==> src/rtl/core/pcm_pkg.sv <==
// Package for the palette colour matcher: widths, transaction structs, codes and state types.
// Depends on nothing; every module of the block imports it.
package pcm_pkg;

    localparam int PALETTE_DEPTH = 1024;
    localparam int IDX_W         = $clog2(PALETTE_DEPTH);
    localparam int CNT_W         = $clog2(PALETTE_DEPTH + 1);
    localparam int THR_W         = 20;
    localparam int STEP_W        = 16;
    localparam int SKIP_W        = 16;
    localparam int CFG_IDX_W     = 2;
    localparam int CFG_DATA_W    = 20;
    localparam int DIST_W        = 30;
    localparam int SUM_W         = ((IDX_W > SKIP_W) ? IDX_W : SKIP_W) + 1;

    localparam logic [THR_W-1:0]     THR_MAX         = '1;
    localparam logic [THR_W-1:0]     EPS_START_RESET = THR_W'(500);
    localparam logic [STEP_W-1:0]    EPS_STEP_RESET  = STEP_W'(300);
    localparam logic [SKIP_W-1:0]    SKIP_RESET      = SKIP_W'(300);

    localparam logic [CFG_IDX_W-1:0] CFG_EPS_START = 2'd0;
    localparam logic [CFG_IDX_W-1:0] CFG_EPS_STEP  = 2'd1;
    localparam logic [CFG_IDX_W-1:0] CFG_SKIP      = 2'd2;

    localparam logic OP_LOAD  = 1'b0;
    localparam logic OP_QUERY = 1'b1;

    typedef enum logic [1:0] {
        ST_STORED = 2'd0,
        ST_MATCH  = 2'd1,
        ST_FULL   = 2'd2,
        ST_EMPTY  = 2'd3
    } status_t;

    typedef struct packed {
        logic       op;
        logic [7:0] blue;
        logic [7:0] green;
        logic [7:0] red;
    } item_t;

    typedef struct packed {
        status_t          status;
        logic [IDX_W-1:0] match_index;
        logic [THR_W-1:0] final_threshold;
    } result_t;

    // One palette entry as stored: red in the top byte, blue in the bottom byte.
    typedef struct packed {
        logic [7:0] red;
        logic [7:0] green;
        logic [7:0] blue;
    } entry_t;

    typedef enum logic [2:0] {
        S_IDLE,
        S_READ,
        S_DIST_START,
        S_DIST_WAIT,
        S_MOD_WAIT
    } ctrl_state_t;

    typedef enum logic [2:0] {
        DS_IDLE,
        DS_RSQ,
        DS_RW,
        DS_GSQ,
        DS_GW,
        DS_BSQ,
        DS_BW
    } dist_step_t;

endpackage

==> src/rtl/core/pcm_mod_unit.sv <==
// Restoring modulo unit: reduces the advanced pointer by the entry count, one bit per cycle.
// Depends on pcm_pkg.
module pcm_mod_unit (
    input  logic                        clk,
    input  logic                        rst_n,
    input  logic                        start,
    input  logic [pcm_pkg::SUM_W-1:0]   value,
    input  logic [pcm_pkg::CNT_W-1:0]   divisor,
    output logic                        done,
    output logic [pcm_pkg::IDX_W-1:0]   rem
);
    import pcm_pkg::*;

    localparam int DIVSH_W = CNT_W + SUM_W - 1;
    localparam int BIT_W   = $clog2(SUM_W);

    logic               busy_reg;
    logic               done_reg;
    logic [BIT_W-1:0]   bit_reg;
    logic [SUM_W-1:0]   rem_reg;
    logic [DIVSH_W-1:0] div_reg;

    always_ff @(posedge clk or negedge rst_n)
    begin
        if (!rst_n)
        begin
            busy_reg <= 1'b0;
            done_reg <= 1'b0;
        end
        else
        begin
            done_reg <= 1'b0;
            if (start)
                busy_reg <= 1'b1;
            else if (busy_reg && (bit_reg == '0))
            begin
                busy_reg <= 1'b0;
                done_reg <= 1'b1;
            end
        end
    end

    always_ff @(posedge clk)
    begin
        if (start)
        begin
            rem_reg <= value;
            div_reg <= DIVSH_W'(divisor) << (SUM_W - 1);
            bit_reg <= BIT_W'(SUM_W - 1);
        end
        else if (busy_reg)
        begin
            // The remainder is reduced when the shifted divisor fits into it.
            if (DIVSH_W'(rem_reg) >= div_reg)
                rem_reg <= rem_reg - div_reg[SUM_W-1:0];
            div_reg <= div_reg >> 1;
            bit_reg <= bit_reg - 1'b1;
        end
    end

    assign done = done_reg;
    assign rem  = rem_reg[IDX_W-1:0];

endmodule

==> config.mk <==
export PLATFORM = sky130hd
export DESIGN_NAME = pcm_mod_unit
export DESIGN_NICKNAME = d
export VERILOG_FILES = /design/src/rtl/core/pcm_pkg.sv /design/src/rtl/core/pcm_mod_unit.sv
export SDC_FILE = /design/constraint.sdc
export NUM_CORES = 1
export LEC_CHECK = 0
export ABC_AREA = 0
export BUFFER_PORTS_ARGS = -buffer_cell sky130_fd_sc_hd__buf_2
export CORE_AREA = 2 2 76 78
export CTS_CLUSTER_SIZE = 24
export DETAILED_ROUTE_END_ITERATION = 7
export DIE_AREA = 0 0 78 80
export MAX_ROUTING_LAYER = met4
export PLACE_DENSITY = 0.86
export SLEW_MARGIN = 20
export SYNTH_ARGS = -nofsm -noshare
export SYNTH_HDL_FRONTEND = slang
export SYNTH_SLANG_ARGS = --single-unit
==> constraint.sdc <==
create_clock -name clk -period 3.4 [get_ports clk]
set_clock_uncertainty 0.15 [all_clocks]
set_input_delay 0.51 -clock clk [delete_from_list [all_inputs] [get_ports clk]]
set_output_delay 0.51 -clock clk [all_outputs]
set_load 0.02 [all_outputs]
==> run summary <==
outcome - finished, final reports clean
worst-path fanout max - 17
fin util - 61.5%
Final Wtd Congestion - 0.931
post-synthesis area per instance - 9.60 sq um
Pins Over Slew Limit - 0
final antenna-violating net count - 0
CTS Buf Count - 5
layout cell share with drive strength beyond 1 - 17.9%
slowest stage delay, CP - 390 ps
prevailing post-synth register cell - edfxtp_1
synthesized net count - 365
pin count of the biggest net entering global routing - 43
CP delay by family, top - compound AO/OA/AOI/OAI gates
Yosys top cell by area - edfxtp_1
Synth top cells by count - 38 x nor2_1, 28 x edfxtp_1, 25 x inv_1
vias - 2,372
Rel. slew slack - 51.7%
post-cts gate resize count - 0
Worst Path Buf+Inv - 2
final instance area - 3320 sq um
RSZ-0062 raised after global routing - no
crit path time final - 2690 ps
share of the synthesized area in the top cell type - 27.8%
GRT Resource Usage Total - 21.4%
Area contributors post-synth - edfxtp_1 28%, dfxtp_1 14%, ha_1 7.5%, mux2i_1 5.6%, nor2_1 4.7%
die area - 6240 sq um
Worst setup SP type - flip-flop
crit end category - flip-flop
P&R area growth vs syn - 9.93%
layout net count - 395
DRT Pass-1 Iters - 4
Core Region - 5410 sq um
fmax - 372 MHz
Die Y - 80 microns
Worst R2R Path Depth - 8
dpl hpwl - 4460 microns
CTS Sinks - 51
Post-CTS Repair Setup Buffers - 0
power density cells - 598 nW/um^2
placed instance area - 3220 sq um
Seq cells post-synth - 51
Residual DRC - 0
Async S/R FF share, synth - 3.92%
Ys Warns - 0
required time worst endpoint - 3300 ps
placed cells - 409
Crit path depth - 8
Leak - 0.00147 uW
vias per cell - 5.67
final hold vios - 0
Largest register FFs - 27
critical path type - flip-flop to flip-flop
CTS tree - done
Worst Hold Class - primary input to flip-flop
n_diodes - 0
# IOs - 42
Final Non-Filler Cells - 418
Worst-Margin Slew - 724 ps
fin crit share - 79.1%
Seq/Total Area, Yosys - 43.4%
Initial Utilization - 55.9%
most used cell, CP - a21oi_1
Root Buffer - clkbuf_8
Final setup viols - 0
Mapped Cells - 315
fillers - 464
WL final - 6200 microns
critical-path cell list - inv_1, ha_1, a21oi_1, o21ai_0, a221o_1, a211oi_1, a21oi_1, buf_4
hold depth - 2
Max Cap Viol - 0
Worst path slowest cell - dfxtp_1
vias in the first global route - 2,245
Avg WL per Cell - 14.8 microns
top-count cell post-synth - nor2_1
die width - 78 microns
DR iter-0 viols - 168
Post-Place Worst Slack - 748 ps
Distinct cells, synth - 55
setup ws final - 710 ps
worst path arrival time - 2590 ps
Clock Latency Late Sink - 320 ps
setup TNS - 0 ps
Clock Pin Slew Worst Setup and Hold Paths - 110 ps
# rows - 27
first-pass GRT wire length - 10,200 microns
initial antenna violation count - 0
Clock Tree Buf Depth - 2
EDFF count, synth - 28
peak supply drop - 0.000278 V
H-tree Lvls - 2
Mapped Area - 3020 sq um
GRT overflow - 0
number of port buffers - 41
==> cells by family (layout without fill, tap and decap cells) <==
family / count (synthesis) / after routing / share of synthesized area [%]
adder cells (fa/ha/maj): 19 / 19 / 8.11
AO/OA/AOI/OAI: 77 / 77 / 17.8
XOR/XNOR: 9 / 9 / 2.61
AND/OR/NAND/NOR: 94 / 94 / 15.1
buffers and inverters: 48 / 79 / 7.28
multiplexers: 17 / 17 / 5.63
flip-flops: 51 / 51 / 43.4
==> what timing repair did <==
item                                   CTS  global route
hold buffers                             1             0
setup endpoints to repair                0             0
endpoints found under the hold margin    2             0
==> worst paths after layout <==
check                                  from     endpoint  slack (ps)
min in group asynchronous             rst_n     busy_reg         340
worst min-delay path            divisor[10]  div_reg[26]         320
worst max-delay path            div_reg[12]   rem_reg[3]         710
worst min register to register   bit_reg[4]         done         320
worst max register to register  div_reg[12]   rem_reg[3]         710
max in group asynchronous             rst_n     busy_reg        2660
==> layout by cell type (no fill, tap or decap), types with 2 or more instances in the layout <==
master | synthesis | routed
buf_2 | 2 | 41
nor2_1 | 38 | 38
edfxtp_1 | 28 | 28
inv_1 | 25 | 25
nand2_1 | 24 | 24
dfxtp_1 | 21 | 21
ha_1 | 18 | 18
mux2i_1 | 17 | 17
o21ai_0 | 15 | 15
a21oi_1 | 14 | 14
a22o_1 | 10 | 10
nor3_1 | 9 | 9
a211oi_1 | 6 | 6
xor2_1 | 5 | 5
clkbuf_8 | 0 | 5
and2_1 | 4 | 4
o21a_1 | 4 | 4
xnor2_1 | 4 | 4
o31ai_1 | 3 | 3
o211a_1 | 3 | 3
buf_4 | 10 | 3
nor2b_4 | 2 | 2
a21o_1 | 2 | 2
a31oi_1 | 2 | 2
and3_1 | 2 | 2
o31a_1 | 2 | 2
and4_1 | 2 | 2
o21ai_2 | 2 | 2
a311oi_1 | 2 | 2
o22ai_1 | 2 | 2
nand2b_1 | 2 | 2
nor4b_1 | 2 | 2
dfrtp_1 | 2 | 2
inv_6 | 0 | 2
==> power by group <==
part           switching [uW]  internal (uW)  total, uW
Clock                     227            152        379
Sequential               66.3            794        860
Combinational             431            317        749
Total                     725           1260       1990
==> through the flow <==
stage          power [uW]  hold slack (ps)
2_1_floorplan        1470             64.4
3_3_place_gp         1590              151
3_5_place_dp         1610              151
4_1_cts              1990              317
5_1_grt              2120              327
6_report             1990              317
==> per-layer routing <==
layer / share of wire [%] / vias up / GRT usage [%]
met4: 1.2 / 0 / 5.79
met3: 5.5 / 11 / 4.41
met5: 0 / - / -
met1: 44 / 1115 / 26.5
met2: 49 / 65 / 35.9
li1: - / 1181 / -
==> area by class of cell <==
cell class | instances | area (sq um) | share of cell area (%)
clock buffers | 5 | 68.8 | 2.07
clock inverters | 3 | 26.3 | 0.791
inverters | 26 | 97.6 | 2.94
multi-input cells | 216 | 1490 | 44.9
flip-flops and latches | 51 | 1310 | 39.5
well taps | 72 | 90.1 | 2.71
repair buffers | 45 | 238 | 7.15
(Power assumes the default switching activity.)
