## config.mk

```make
export PLATFORM = sky130hd
export DESIGN_NAME = pcm_dist_unit
export DESIGN_NICKNAME = d
export VERILOG_FILES = /design/src/rtl/core/pcm_pkg.sv /design/src/rtl/core/pcm_dist_unit.sv
export SDC_FILE = /design/constraint.sdc
export NUM_CORES = 1
export LEC_CHECK = 0
export BUFFER_PORTS_ARGS = -buffer_cell sky130_fd_sc_hd__buf_2
export CORE_MARGIN = 1
export CORE_UTILIZATION = 45
export DETAILED_ROUTE_END_ITERATION = 6
export HOLD_SLACK_MARGIN = 0.03
export SKIP_CTS_REPAIR_TIMING = 1
export SLEW_MARGIN = 25
export SYNTH_ARGS = -nofsm -noshare
export SYNTH_HDL_FRONTEND = slang
export SYNTH_SLANG_ARGS = --single-unit
```

## constraint.sdc

```tcl
create_clock -name clk -period 8 [get_ports clk]
set_input_delay 0.4 -clock clk [delete_from_list [all_inputs] [get_ports clk]]
set_output_delay 0.4 -clock clk [all_outputs]
set_load 0.01 [all_outputs]
```

## src/rtl/core/pcm_pkg.sv

```systemverilog
// Package for the palette colour matcher: widths, transaction structs, codes and state types.
// Depends on nothing; every module of the block imports it.
package pcm_pkg;

    localparam int PALETTE_DEPTH = 1024;
    localparam int IDX_W         = $clog2(PALETTE_DEPTH);
    localparam int CNT_W         = $clog2(PALETTE_DEPTH + 1);
    localparam int THR_W         = 20;
    localparam int STEP_W        = 16;
    localparam int SKIP_W        = 16;
    localparam int CFG_IDX_W     = 2;
    localparam int CFG_DATA_W    = 20;
    localparam int DIST_W        = 30;
    localparam int SUM_W         = ((IDX_W > SKIP_W) ? IDX_W : SKIP_W) + 1;

    localparam logic [THR_W-1:0]     THR_MAX         = '1;
    localparam logic [THR_W-1:0]     EPS_START_RESET = THR_W'(500);
    localparam logic [STEP_W-1:0]    EPS_STEP_RESET  = STEP_W'(300);
    localparam logic [SKIP_W-1:0]    SKIP_RESET      = SKIP_W'(300);

    localparam logic [CFG_IDX_W-1:0] CFG_EPS_START = 2'd0;
    localparam logic [CFG_IDX_W-1:0] CFG_EPS_STEP  = 2'd1;
    localparam logic [CFG_IDX_W-1:0] CFG_SKIP      = 2'd2;

    localparam logic OP_LOAD  = 1'b0;
    localparam logic OP_QUERY = 1'b1;

    typedef enum logic [1:0] {
        ST_STORED = 2'd0,
        ST_MATCH  = 2'd1,
        ST_FULL   = 2'd2,
        ST_EMPTY  = 2'd3
    } status_t;

    typedef struct packed {
        logic       op;
        logic [7:0] blue;
        logic [7:0] green;
        logic [7:0] red;
    } item_t;

    typedef struct packed {
        status_t          status;
        logic [IDX_W-1:0] match_index;
        logic [THR_W-1:0] final_threshold;
    } result_t;

    // One palette entry as stored: red in the top byte, blue in the bottom byte.
    typedef struct packed {
        logic [7:0] red;
        logic [7:0] green;
        logic [7:0] blue;
    } entry_t;

    typedef enum logic [2:0] {
        S_IDLE,
        S_READ,
        S_DIST_START,
        S_DIST_WAIT,
        S_MOD_WAIT
    } ctrl_state_t;

    typedef enum logic [2:0] {
        DS_IDLE,
        DS_RSQ,
        DS_RW,
        DS_GSQ,
        DS_GW,
        DS_BSQ,
        DS_BW
    } dist_step_t;

endpackage

```

## src/rtl/core/pcm_dist_unit.sv

```systemverilog
// Iterative redmean distance unit: one shared 11x16 multiplier stepped by a small sequencer.
// Depends on pcm_pkg.
module pcm_dist_unit (
    input  logic                        clk,
    input  logic                        rst_n,
    input  logic                        start,
    input  pcm_pkg::entry_t             pixel,
    input  pcm_pkg::entry_t             entry,
    output logic                        done,
    output logic [pcm_pkg::DIST_W-1:0]  distance
);
    import pcm_pkg::*;

    localparam logic [10:0] W_RED_BASE  = 11'd1024;
    localparam logic [10:0] W_BLUE_BASE = 11'd1534;

    dist_step_t        state_reg, state_next;
    logic [8:0]        sr_reg;
    logic [7:0]        dr_reg, dg_reg, db_reg;
    logic [15:0]       sq_reg;
    logic [DIST_W-1:0] acc_reg;
    logic              done_reg;
    logic [10:0]       mul_a;
    logic [15:0]       mul_b;
    logic [26:0]       prod;

    function automatic logic [7:0] abs_diff(input logic [7:0] a, input logic [7:0] b);
        return (a > b) ? (a - b) : (b - a);
    endfunction

    always_ff @(posedge clk or negedge rst_n)
    begin
        if (!rst_n)
        begin
            state_reg <= DS_IDLE;
            done_reg  <= 1'b0;
        end
        else
        begin
            state_reg <= state_next;
            done_reg  <= (state_reg == DS_BW);
        end
    end

    always_comb
    begin
        state_next = state_reg;
        case (state_reg)
            DS_IDLE: if (start) state_next = DS_RSQ;
            DS_RSQ:  state_next = DS_RW;
            DS_RW:   state_next = DS_GSQ;
            DS_GSQ:  state_next = DS_GW;
            DS_GW:   state_next = DS_BSQ;
            DS_BSQ:  state_next = DS_BW;
            DS_BW:   state_next = DS_IDLE;
            default: state_next = DS_IDLE;
        endcase
    end

    // Operand selection for the shared multiplier.
    always_comb
    begin
        mul_a = '0;
        mul_b = '0;
        case (state_reg)
            DS_RSQ:
            begin
                mul_a = {3'b0, dr_reg};
                mul_b = {8'b0, dr_reg};
            end
            DS_RW:
            begin
                mul_a = W_RED_BASE + {2'b0, sr_reg};
                mul_b = sq_reg;
            end
            DS_GSQ:
            begin
                mul_a = {3'b0, dg_reg};
                mul_b = {8'b0, dg_reg};
            end
            DS_BSQ:
            begin
                mul_a = {3'b0, db_reg};
                mul_b = {8'b0, db_reg};
            end
            DS_BW:
            begin
                mul_a = W_BLUE_BASE - {2'b0, sr_reg};
                mul_b = sq_reg;
            end
            default:
            begin
                mul_a = '0;
                mul_b = '0;
            end
        endcase
    end

    assign prod = {16'b0, mul_a} * {11'b0, mul_b};

    always_ff @(posedge clk)
    begin
        case (state_reg)
            DS_IDLE:
            begin
                if (start)
                begin
                    sr_reg <= {1'b0, pixel.red} + {1'b0, entry.red};
                    dr_reg <= abs_diff(pixel.red, entry.red);
                    dg_reg <= abs_diff(pixel.green, entry.green);
                    db_reg <= abs_diff(pixel.blue, entry.blue);
                end
            end
            DS_RSQ:
            begin
                sq_reg  <= prod[15:0];
                acc_reg <= '0;
            end
            DS_RW:  acc_reg <= acc_reg + DIST_W'(prod);
            DS_GSQ: sq_reg  <= prod[15:0];
            DS_GW:  acc_reg <= acc_reg + DIST_W'({sq_reg, 11'b0});
            DS_BSQ: sq_reg  <= prod[15:0];
            DS_BW:  acc_reg <= acc_reg + DIST_W'(prod);
            default: acc_reg <= acc_reg;
        endcase
    end

    assign done     = done_reg;
    assign distance = acc_reg;

endmodule

```

==> flow_metrics.tcl, run 1 <==
set metrics [dict create \
    outcome "finished, final reports clean" \
    placer_congestion_estimate 0.911 \
    ys.warnings.count 0 \
    synthFlopType "sky130_fd_sc_hd__edfxtp_1" \
    num-nets-final 2043 \
    post-synth-top-area-cell "sky130_fd_sc_hd__fa_1" \
    effective_utilization_at_floorplan_pct 46.2 \
    cap_violations 0 \
    wl_met3_um 2230 \
    tightestPinTransition_ns 0.969 \
    slew-limit-headroom_pct 35.2 \
    filler_cell_count 2718 \
    post_route_drc_violation_count 0 \
    hold_viol 0 \
    synth_async_sr_flop_share_pct 4.88 \
    synth_top_area_share_pct 20.1 \
    mostFrequentLayoutCells "sky130_fd_sc_hd__inv_1, sky130_fd_sc_hd__nand2_1, sky130_fd_sc_hd__ha_1" \
    globalRoute.totalOverflow 0 \
    max_freq_ghz 0.130 \
    period_share_pct 96.5 \
    cp_max_fo 13 \
    mappedNetlistNets 1893 \
    critical_path_class "reg2reg" \
    via_per_inst 5.46 \
    min_tclk_post_route_ns 7.72 \
    crit_path_frequent_cell "sky130_fd_sc_hd__fa_1" \
    antenna_cells_inserted 0 \
    start_kind "flip-flop" \
    first_global_vias 11100 \
    slowest_stage "sky130_fd_sc_hd__fa_1" \
    global_route_wire_length_before_repair_um 57800 \
    syn-mean-instance-area_um2 8.64 \
    clock_sinks 82 \
    place.port_buffers 81 \
    die_h_um 174 \
    worst_setup_hold_path_clk_slew_ns 0.08 \
    timing.hold.ws_ns 0.389 \
    groute.usage.overall_pct 24.3 \
    synth_seq_cells 82 \
    seq_area_frac_synth_pct 18.3 \
    wl_met2_um 17300 \
    final-max-slew-violation-count 0 \
    crit_required_ns 8.12 \
    drtAntennaViolNets 0 \
    synth_area_um2 13400 \
    ctsHtreeMaxLevel 3 \
    maxUsedRoutingLayer "met4" \
    pin_count_of_the_biggest_net_entering_global_routing 33 \
    rows 62 \
    timing.rr.start "state_reg[1]" \
    timing.clock.skew_ns 0.0170 \
    dieWidth_um 174 \
    largest_register_ffs 30 \
    setup_total_negative_slack_ns 0 \
    met1Wirelength_um 16200 \
    number_of_enable_type_register_cells_in_the_synthesized_netlist 78 \
    layout_commonest_cell "sky130_fd_sc_hd__inv_1" \
    syn-instance-count 1546 \
    worst_setup_path_startpoint "state_reg[1]" \
    ios 82 \
    setup.worst_path.end_class "flip-flop" \
    drive_above_1_share_pct 16.9 \
    insertion_delay_ns 0.36 \
    route.detailed.wl_per_inst_um 17.5 \
    drt_iter0_drc 653 \
    vias 11400 \
    post-route-cell-area_um2 15600 \
    first_pass_iters 5 \
    tritoncts_buffer_count 9 \
    grt_antenna_before_repair 0 \
    dpl-instance-area_um2 14800 \
    worst_min_delay_path_class "in2reg" \
    synthToLayoutAreaGrowth_pct 16.9 \
    report.final.setup_viol 0 \
    coreArea_um2 28900 \
    design.die.area_um2 30400 \
    worst_ep_arrival_time_ns 7.83 \
    ys_top_cells_by_area "sky130_fd_sc_hd__fa_1, sky130_fd_sc_hd__edfxtp_1, sky130_fd_sc_hd__ha_1, sky130_fd_sc_hd__inv_1, sky130_fd_sc_hd__nand2_1" \
    clock_tree.buffer_depth 2 \
    clock_tree_from_tritoncts "done" \
    timing.hold.worst.start "start" \
    dp_hpwl_um 29700 \
    clockRootBuffer "sky130_fd_sc_hd__clkbuf_16" \
    distinct_cells_synth 70 \
    critical-path-max-stage-delay_ns 0.55 \
    detail_route.wirelength_um 36500 \
]
[through the flow]
stage / setup slack [ns] / std cells / utilization [%]
6_report: 0.283 / 2085 / 54.0
5_1_grt: -0.0471 / 2085 / 54.0
4_1_cts: -0.138 / 2070 / 52.3
3_5_place_dp: -0.0993 / 2054 / 51.2
3_3_place_gp: -0.138 / 2054 / 51.2
2_1_floorplan: 0.208 / 1546 / -
[layer usage]
layer	global-route usage [%]	up-vias
met5	0	-
met4	6.36	0
met3	3.65	42
met2	40.1	361
met1	33.1	5493
li1	-	5481
[area by class of cell]
cell class	instances	area, µm²	share of cell area (%)
repair buffers	188	1310	8.40
clock inverters	7	101	0.649
flip-flops and latches	82	2440	15.6
multi-input cells	1188	10200	65.3
clock buffers	9	225	1.44
well taps	384	480	3.07
inverters	227	852	5.45
[Yosys cell counts, types with 3 or more instances]
cell type / count
sky130_fd_sc_hd__inv_1: 226
sky130_fd_sc_hd__nand2_1: 191
sky130_fd_sc_hd__ha_1: 162
sky130_fd_sc_hd__fa_1: 134
sky130_fd_sc_hd__nor2_1: 119
sky130_fd_sc_hd__a21oi_1: 92
sky130_fd_sc_hd__edfxtp_1: 78
sky130_fd_sc_hd__o21ai_0: 65
sky130_fd_sc_hd__clkbuf_1: 45
sky130_fd_sc_hd__xnor2_1: 45
sky130_fd_sc_hd__a21o_1: 40
sky130_fd_sc_hd__xor2_1: 40
sky130_fd_sc_hd__and2_1: 26
sky130_fd_sc_hd__mux2i_1: 25
sky130_fd_sc_hd__nand3_1: 25
sky130_fd_sc_hd__nand2b_1: 23
sky130_fd_sc_hd__nor2b_1: 19
sky130_fd_sc_hd__nor3_1: 19
sky130_fd_sc_hd__a211oi_1: 16
sky130_fd_sc_hd__o22ai_1: 16
sky130_fd_sc_hd__nand4_1: 15
sky130_fd_sc_hd__o21a_1: 14
sky130_fd_sc_hd__o21bai_1: 13
sky130_fd_sc_hd__a31oi_1: 8
sky130_fd_sc_hd__o21ai_1: 8
sky130_fd_sc_hd__a211o_1: 6
sky130_fd_sc_hd__and3_1: 6
sky130_fd_sc_hd__o31ai_1: 5
sky130_fd_sc_hd__a21boi_0: 4
sky130_fd_sc_hd__and4_1: 4
sky130_fd_sc_hd__dfrtp_1: 4
sky130_fd_sc_hd__a221oi_1: 3
sky130_fd_sc_hd__o2111ai_1: 3
[final timing paths]
| path | slack (ns) | depth (start not counted) | end |
|---|---|---|---|
| hold reg to reg | 0.69 | 2 | distance[28] |
| max in group asynchronous | 7.46 | 2 | state_reg[1] |
| setup / recovery | 0.28 | 31 | distance[22] |
| setup reg to reg | 0.28 | 31 | distance[22] |
| min in group asynchronous | 0.41 | 2 | done |
| hold / removal | 0.39 | 3 | state_reg[0] |
[critical path, delay by kind of cell (launching register included)]
kind,cells,cell delay [ns]
compound gates,7,1.29
fa+ha+maj,7,3.33
buf+inv,8,0.95
simple gates,7,1.06
flops,1,0.47
xor+xnor,2,0.38
[logic make-up after synthesis]
group	after synthesis	share of synthesized area [%]
and+or+nand+nor	460	15.5
AOI/OAI and AO/OA	321	15.6
adders and majority gates	296	35.2
buffers and inverters	276	7.80
xor gates and xnor gates	85	5.57
DFF	82	18.3
muxes	26	1.98
Power of run 1 is not shown: default switching activity piles up to over one toggle a cycle in this logic, so the estimate is an artifact.
==> inputs of run 2 (changes only) <==
--- a/config.mk
+++ b/config.mk
@@ -10,6 +10,7 @@
 export CORE_UTILIZATION = 45
 export DETAILED_ROUTE_END_ITERATION = 6
 export HOLD_SLACK_MARGIN = 0.03
+export RECOVER_POWER = 100
 export SKIP_CTS_REPAIR_TIMING = 1
 export SLEW_MARGIN = 25
 export SYNTH_ARGS = -nofsm -noshare
==> flow_metrics.tcl, run 2 (synthesized netlist as in run 1, its figures left out) <==
set metrics [dict create \
    critical-path-max-stage-delay_ns 0.55 \
    largest_register_ffs 30 \
    max_freq_ghz 0.130 \
    clock_sinks 82 \
    slew-limit-headroom_pct 35.1 \
    die_h_um 174 \
    sequential_area_um2 2440 \
    synthToLayoutAreaGrowth_pct 16.9 \
    report.final.setup_viol 0 \
    crit_path_frequent_cell "sky130_fd_sc_hd__fa_1" \
    worst_ep_arrival_time_ns 7.83 \
    slowest_stage "sky130_fd_sc_hd__fa_1" \
    globalRoute.totalOverflow 0 \
    hold_viol 0 \
    start_kind "flip-flop" \
    post-place-ws_ns -0.0993 \
    period_share_pct 96.5 \
    global_route_wire_length_before_repair_um 57800 \
    grt_antenna_before_repair 0 \
    via_per_inst 5.45 \
    first_pass_iters 5 \
    mostFrequentLayoutCells "sky130_fd_sc_hd__inv_1, sky130_fd_sc_hd__nand2_1, sky130_fd_sc_hd__ha_1" \
    post_route_drc_violation_count 0 \
    critical_path_class "reg2reg" \
    setup.worst_path.end_class "flip-flop" \
    rows 62 \
    drtAntennaViolNets 0 \
    placer_congestion_estimate 0.911 \
    design.die.area_um2 30400 \
    coreArea_um2 28900 \
    first_global_vias 11100 \
    finalWorstSetupSlack_ns 0.284 \
    dp_hpwl_um 29700 \
    final-max-slew-violation-count 0 \
    tightestPinTransition_ns 0.970 \
    vias 11400 \
    ios 82 \
    layout_commonest_cell "sky130_fd_sc_hd__inv_1" \
    worst_min_delay_path_class "in2reg" \
    worst_setup_path_startpoint "state_reg[1]" \
    setup_total_negative_slack_ns 0 \
    dieWidth_um 174 \
    final_cells 2085 \
    route.detailed.wl_per_inst_um 17.5 \
    drive_above_1_share_pct 16.7 \
    worst_setup_hold_path_clk_slew_ns 0.08 \
    tritoncts_buffer_count 9 \
    clockRootBuffer "sky130_fd_sc_hd__clkbuf_16" \
    filler_cell_count 2720 \
    groute.usage.overall_pct 24.3 \
    outcome "finished, final reports clean" \
    effective_utilization_at_floorplan_pct 46.2 \
    clock_tree_from_tritoncts "done" \
    crit_required_ns 8.12 \
    drt_iter0_drc 653 \
    multiInputGateArea_um2 10200 \
    ctsHtreeMaxLevel 3 \
    dp_cells 2054 \
    pin_count_of_the_biggest_net_entering_global_routing 33 \
    num-nets-final 2043 \
    min_tclk_post_route_ns 7.72 \
    cap_violations 0 \
    timing.hold.ws_ns 0.389 \
    antenna_cells_inserted 0 \
    clock_tree.buffer_depth 2 \
    timing.rr.start "state_reg[1]" \
    cp_max_fo 13 \
    timing.clock.skew_ns 0.0170 \
    insertion_delay_ns 0.36 \
    timing.hold.worst.start "start" \
    place.port_buffers 81 \
    detail_route.wirelength_um 36500 \
]
run 2: changes by cell type in the layout (fill, tap and decap cells not counted):
cell	change
sky130_fd_sc_hd__buf_2	-4
sky130_fd_sc_hd__clkbuf_1	+4
run 2: worst max-delay path: cells and delay by family (launching register included):
kind                       cells  cell delay, ns
AOI/OAI and AO/OA              7            1.29
DFF                            1            0.47
adders and majority gates      7            3.33
xor gates and xnor gates       2            0.38
and+or+nand+nor                7            1.06
buffers and inverters          8            0.95
run 2: path summary, 6_finish.rpt:
path	slack [ns]	endpoint	cells past startpoint
max in group asynchronous	7.34	state_reg[1]	2
setup / recovery	0.28	distance[22]	31
min in group asynchronous	0.44	done	2
setup reg to reg	0.28	distance[22]	31
hold / removal	0.39	state_reg[0]	3
hold reg to reg	0.69	distance[28]	2
run 2: layer usage:
metal  vias up  track usage [%]  wire length, µm
li1       5483                -                -
met1      5485             33.1            16200
met2       359             40.1            17200
met3        44             3.65             2230
met4         0             6.36              784
met5         -                0                0
run 2: stage by stage:
stage / instance area (µm²) / util, %
CTS: 15100 / 52.3
detailed placement: 14800 / 51.2
global placement: 14800 / 51.2
floorplan: 13400 / -
global route: 15600 / 54.0
finish: 15600 / 54.0
run 2: layout make-up:
class | instances | area share, %
Clock buffer | 9 | 1.44
Sequential cell | 82 | 15.7
Tap cell | 384 | 3.08
Clock inverter | 7 | 0.649
Inverter | 227 | 5.45
Timing Repair Buffer | 188 | 8.37
Multi-Input combinational cell | 1188 | 65.4
Power of run 2 is left out for the same reason.
==> inputs of run 3 (changes only) <==
--- a/config.mk
+++ b/config.mk
@@ -7,7 +7,7 @@
 export LEC_CHECK = 0
 export BUFFER_PORTS_ARGS = -buffer_cell sky130_fd_sc_hd__buf_2
 export CORE_MARGIN = 1
-export CORE_UTILIZATION = 45
+export CORE_UTILIZATION = 37
 export DETAILED_ROUTE_END_ITERATION = 6
 export HOLD_SLACK_MARGIN = 0.03
 export RECOVER_POWER = 100
==> flow_metrics.tcl, run 3 (synthesized netlist as in run 1, its figures left out) <==
set metrics [dict create \
    period_share_pct 96.5 \
    timing.hold.worst.start "start" \
    cap_violations 0 \
    cpLargestDelayFamily "adder cells" \
    critical_path_class "reg2reg" \
    filler_cell_count 3584 \
    vias 11200 \
    timing.rr.start "state_reg[1]" \
    worst_min_delay_path_class "in2reg" \
    clock_tree_from_tritoncts "done" \
    placer_congestion_estimate 0.904 \
    effective_utilization_at_floorplan_pct 37.6 \
    cp_max_fo 12 \
    route.detailed.wl_per_inst_um 17.1 \
    cp.buffers_inverters 5 \
    grt_antenna_before_repair 0 \
    rows 69 \
    min_tclk_post_route_ns 7.72 \
    critical-path-max-stage-delay_ns 0.56 \
    globalRoute.totalOverflow 0 \
    clock_tree.buffer_depth 2 \
    crit_path_frequent_cell "sky130_fd_sc_hd__fa_1" \
    ctsHtreeMaxLevel 3 \
    post-route-util_pct 43.2 \
    design.die.area_um2 36900 \
    insertion_delay_ns 0.37 \
    crit_required_ns 8.13 \
    final_cells 2146 \
    first_pass_iters 5 \
    drive_above_1_share_pct 12.1 \
    layout_commonest_cell "sky130_fd_sc_hd__inv_1" \
    timing.clock.skew_ns 0.0209 \
    slew-limit-headroom_pct 29.4 \
    worst_setup_hold_path_clk_slew_ns 0.08 \
    dp_hpwl_um 30600 \
    outcome "finished, final reports clean" \
    num-nets-final 2027 \
    coreArea_um2 35600 \
    timing.hold.ws_ns 0.387 \
    tritoncts_buffer_count 9 \
    sequential_area_um2 2440 \
    grt_setup_unrepaired "yes" \
    hold_viol 0 \
    global_route_wire_length_before_repair_um 58000 \
    clock_sinks 82 \
    finalWorstSetupSlack_ns 0.280 \
    start_kind "flip-flop" \
    setup.worst_path.end_class "flip-flop" \
    drtAntennaViolNets 0 \
    worst_ep_arrival_time_ns 7.85 \
    post_route_drc_violation_count 0 \
    pin_count_of_the_biggest_net_entering_global_routing 36 \
    die_h_um 192 \
    first_global_vias 10900 \
    multiInputGateArea_um2 10100 \
    place.port_buffers 81 \
    ios 82 \
    mostFrequentLayoutCells "sky130_fd_sc_hd__inv_1, sky130_fd_sc_hd__nand2_1, sky130_fd_sc_hd__ha_1" \
    dp_cells 2118 \
    worst_setup_path_startpoint "state_reg[1]" \
    via_per_inst 5.22 \
    post-place-ws_ns -0.130 \
    slowest_stage "sky130_fd_sc_hd__fa_1" \
    clockRootBuffer "sky130_fd_sc_hd__clkbuf_16" \
    dieWidth_um 192 \
    largest_register_ffs 30 \
    tightestPinTransition_ns 1.06 \
    synthToLayoutAreaGrowth_pct 14.9 \
    final-max-slew-violation-count 0 \
    groute.usage.overall_pct 20.4 \
    drt_iter0_drc 852 \
    report.final.setup_viol 0 \
    detail_route.wirelength_um 36700 \
    max_freq_ghz 0.130 \
    antenna_cells_inserted 0 \
]
[run 3: routing by layer]
layer / routed length [µm] / GRT usage [%] / part of all wire, %
met5: 0 / 0 / 0
met4: 581 / 4.97 / 1.6
met3: 1790 / 2.61 / 4.9
met2: 17000 / 32.8 / 46
met1: 17300 / 29.0 / 47
[run 3: worst paths after layout]
path	to	slack, ns	cells past startpoint
max in group asynchronous	state_reg[2]	7.35	2
min in group asynchronous	state_reg[0]	0.43	2
setup / recovery	distance[22]	0.28	32
hold / removal	state_reg[0]	0.39	3
setup reg to reg	distance[22]	0.28	32
hold reg to reg	distance[0]	0.69	2
[run 3: worst register-to-register path, delay by kind of cell, from the launching register on]
| kind | cells | cell delay [ns] |
|---|---|---|
| AOI/OAI and AO/OA | 10 | 1.81 |
| buffers and inverters | 5 | 0.50 |
| DFF | 1 | 0.44 |
| adders and majority gates | 7 | 3.14 |
| and+or+nand+nor | 7 | 1.16 |
| muxes | 1 | 0.12 |
| xor gates and xnor gates | 2 | 0.33 |
[run 3: final cells by class]
| class | instances | area share, % |
|---|---|---|
| clock buffer | 10 | 1.49 |
| timing repair buffer | 172 | 7.14 |
| clock inverter | 6 | 0.424 |
| multi-input combinational | 1188 | 65.7 |
| inverter | 227 | 5.55 |
| tap | 461 | 3.76 |
| sequential | 82 | 15.9 |
[run 3: stage by stage]
stage	instance area, µm²	TNS (ns)
after floorplan	13400	0
after global placement	14800	0
after detailed placement	14800	-0.262
after CTS	15100	-0.393
after global routing	15400	-0.0860
final	15400	0
Power of run 3 is left out for the same reason.
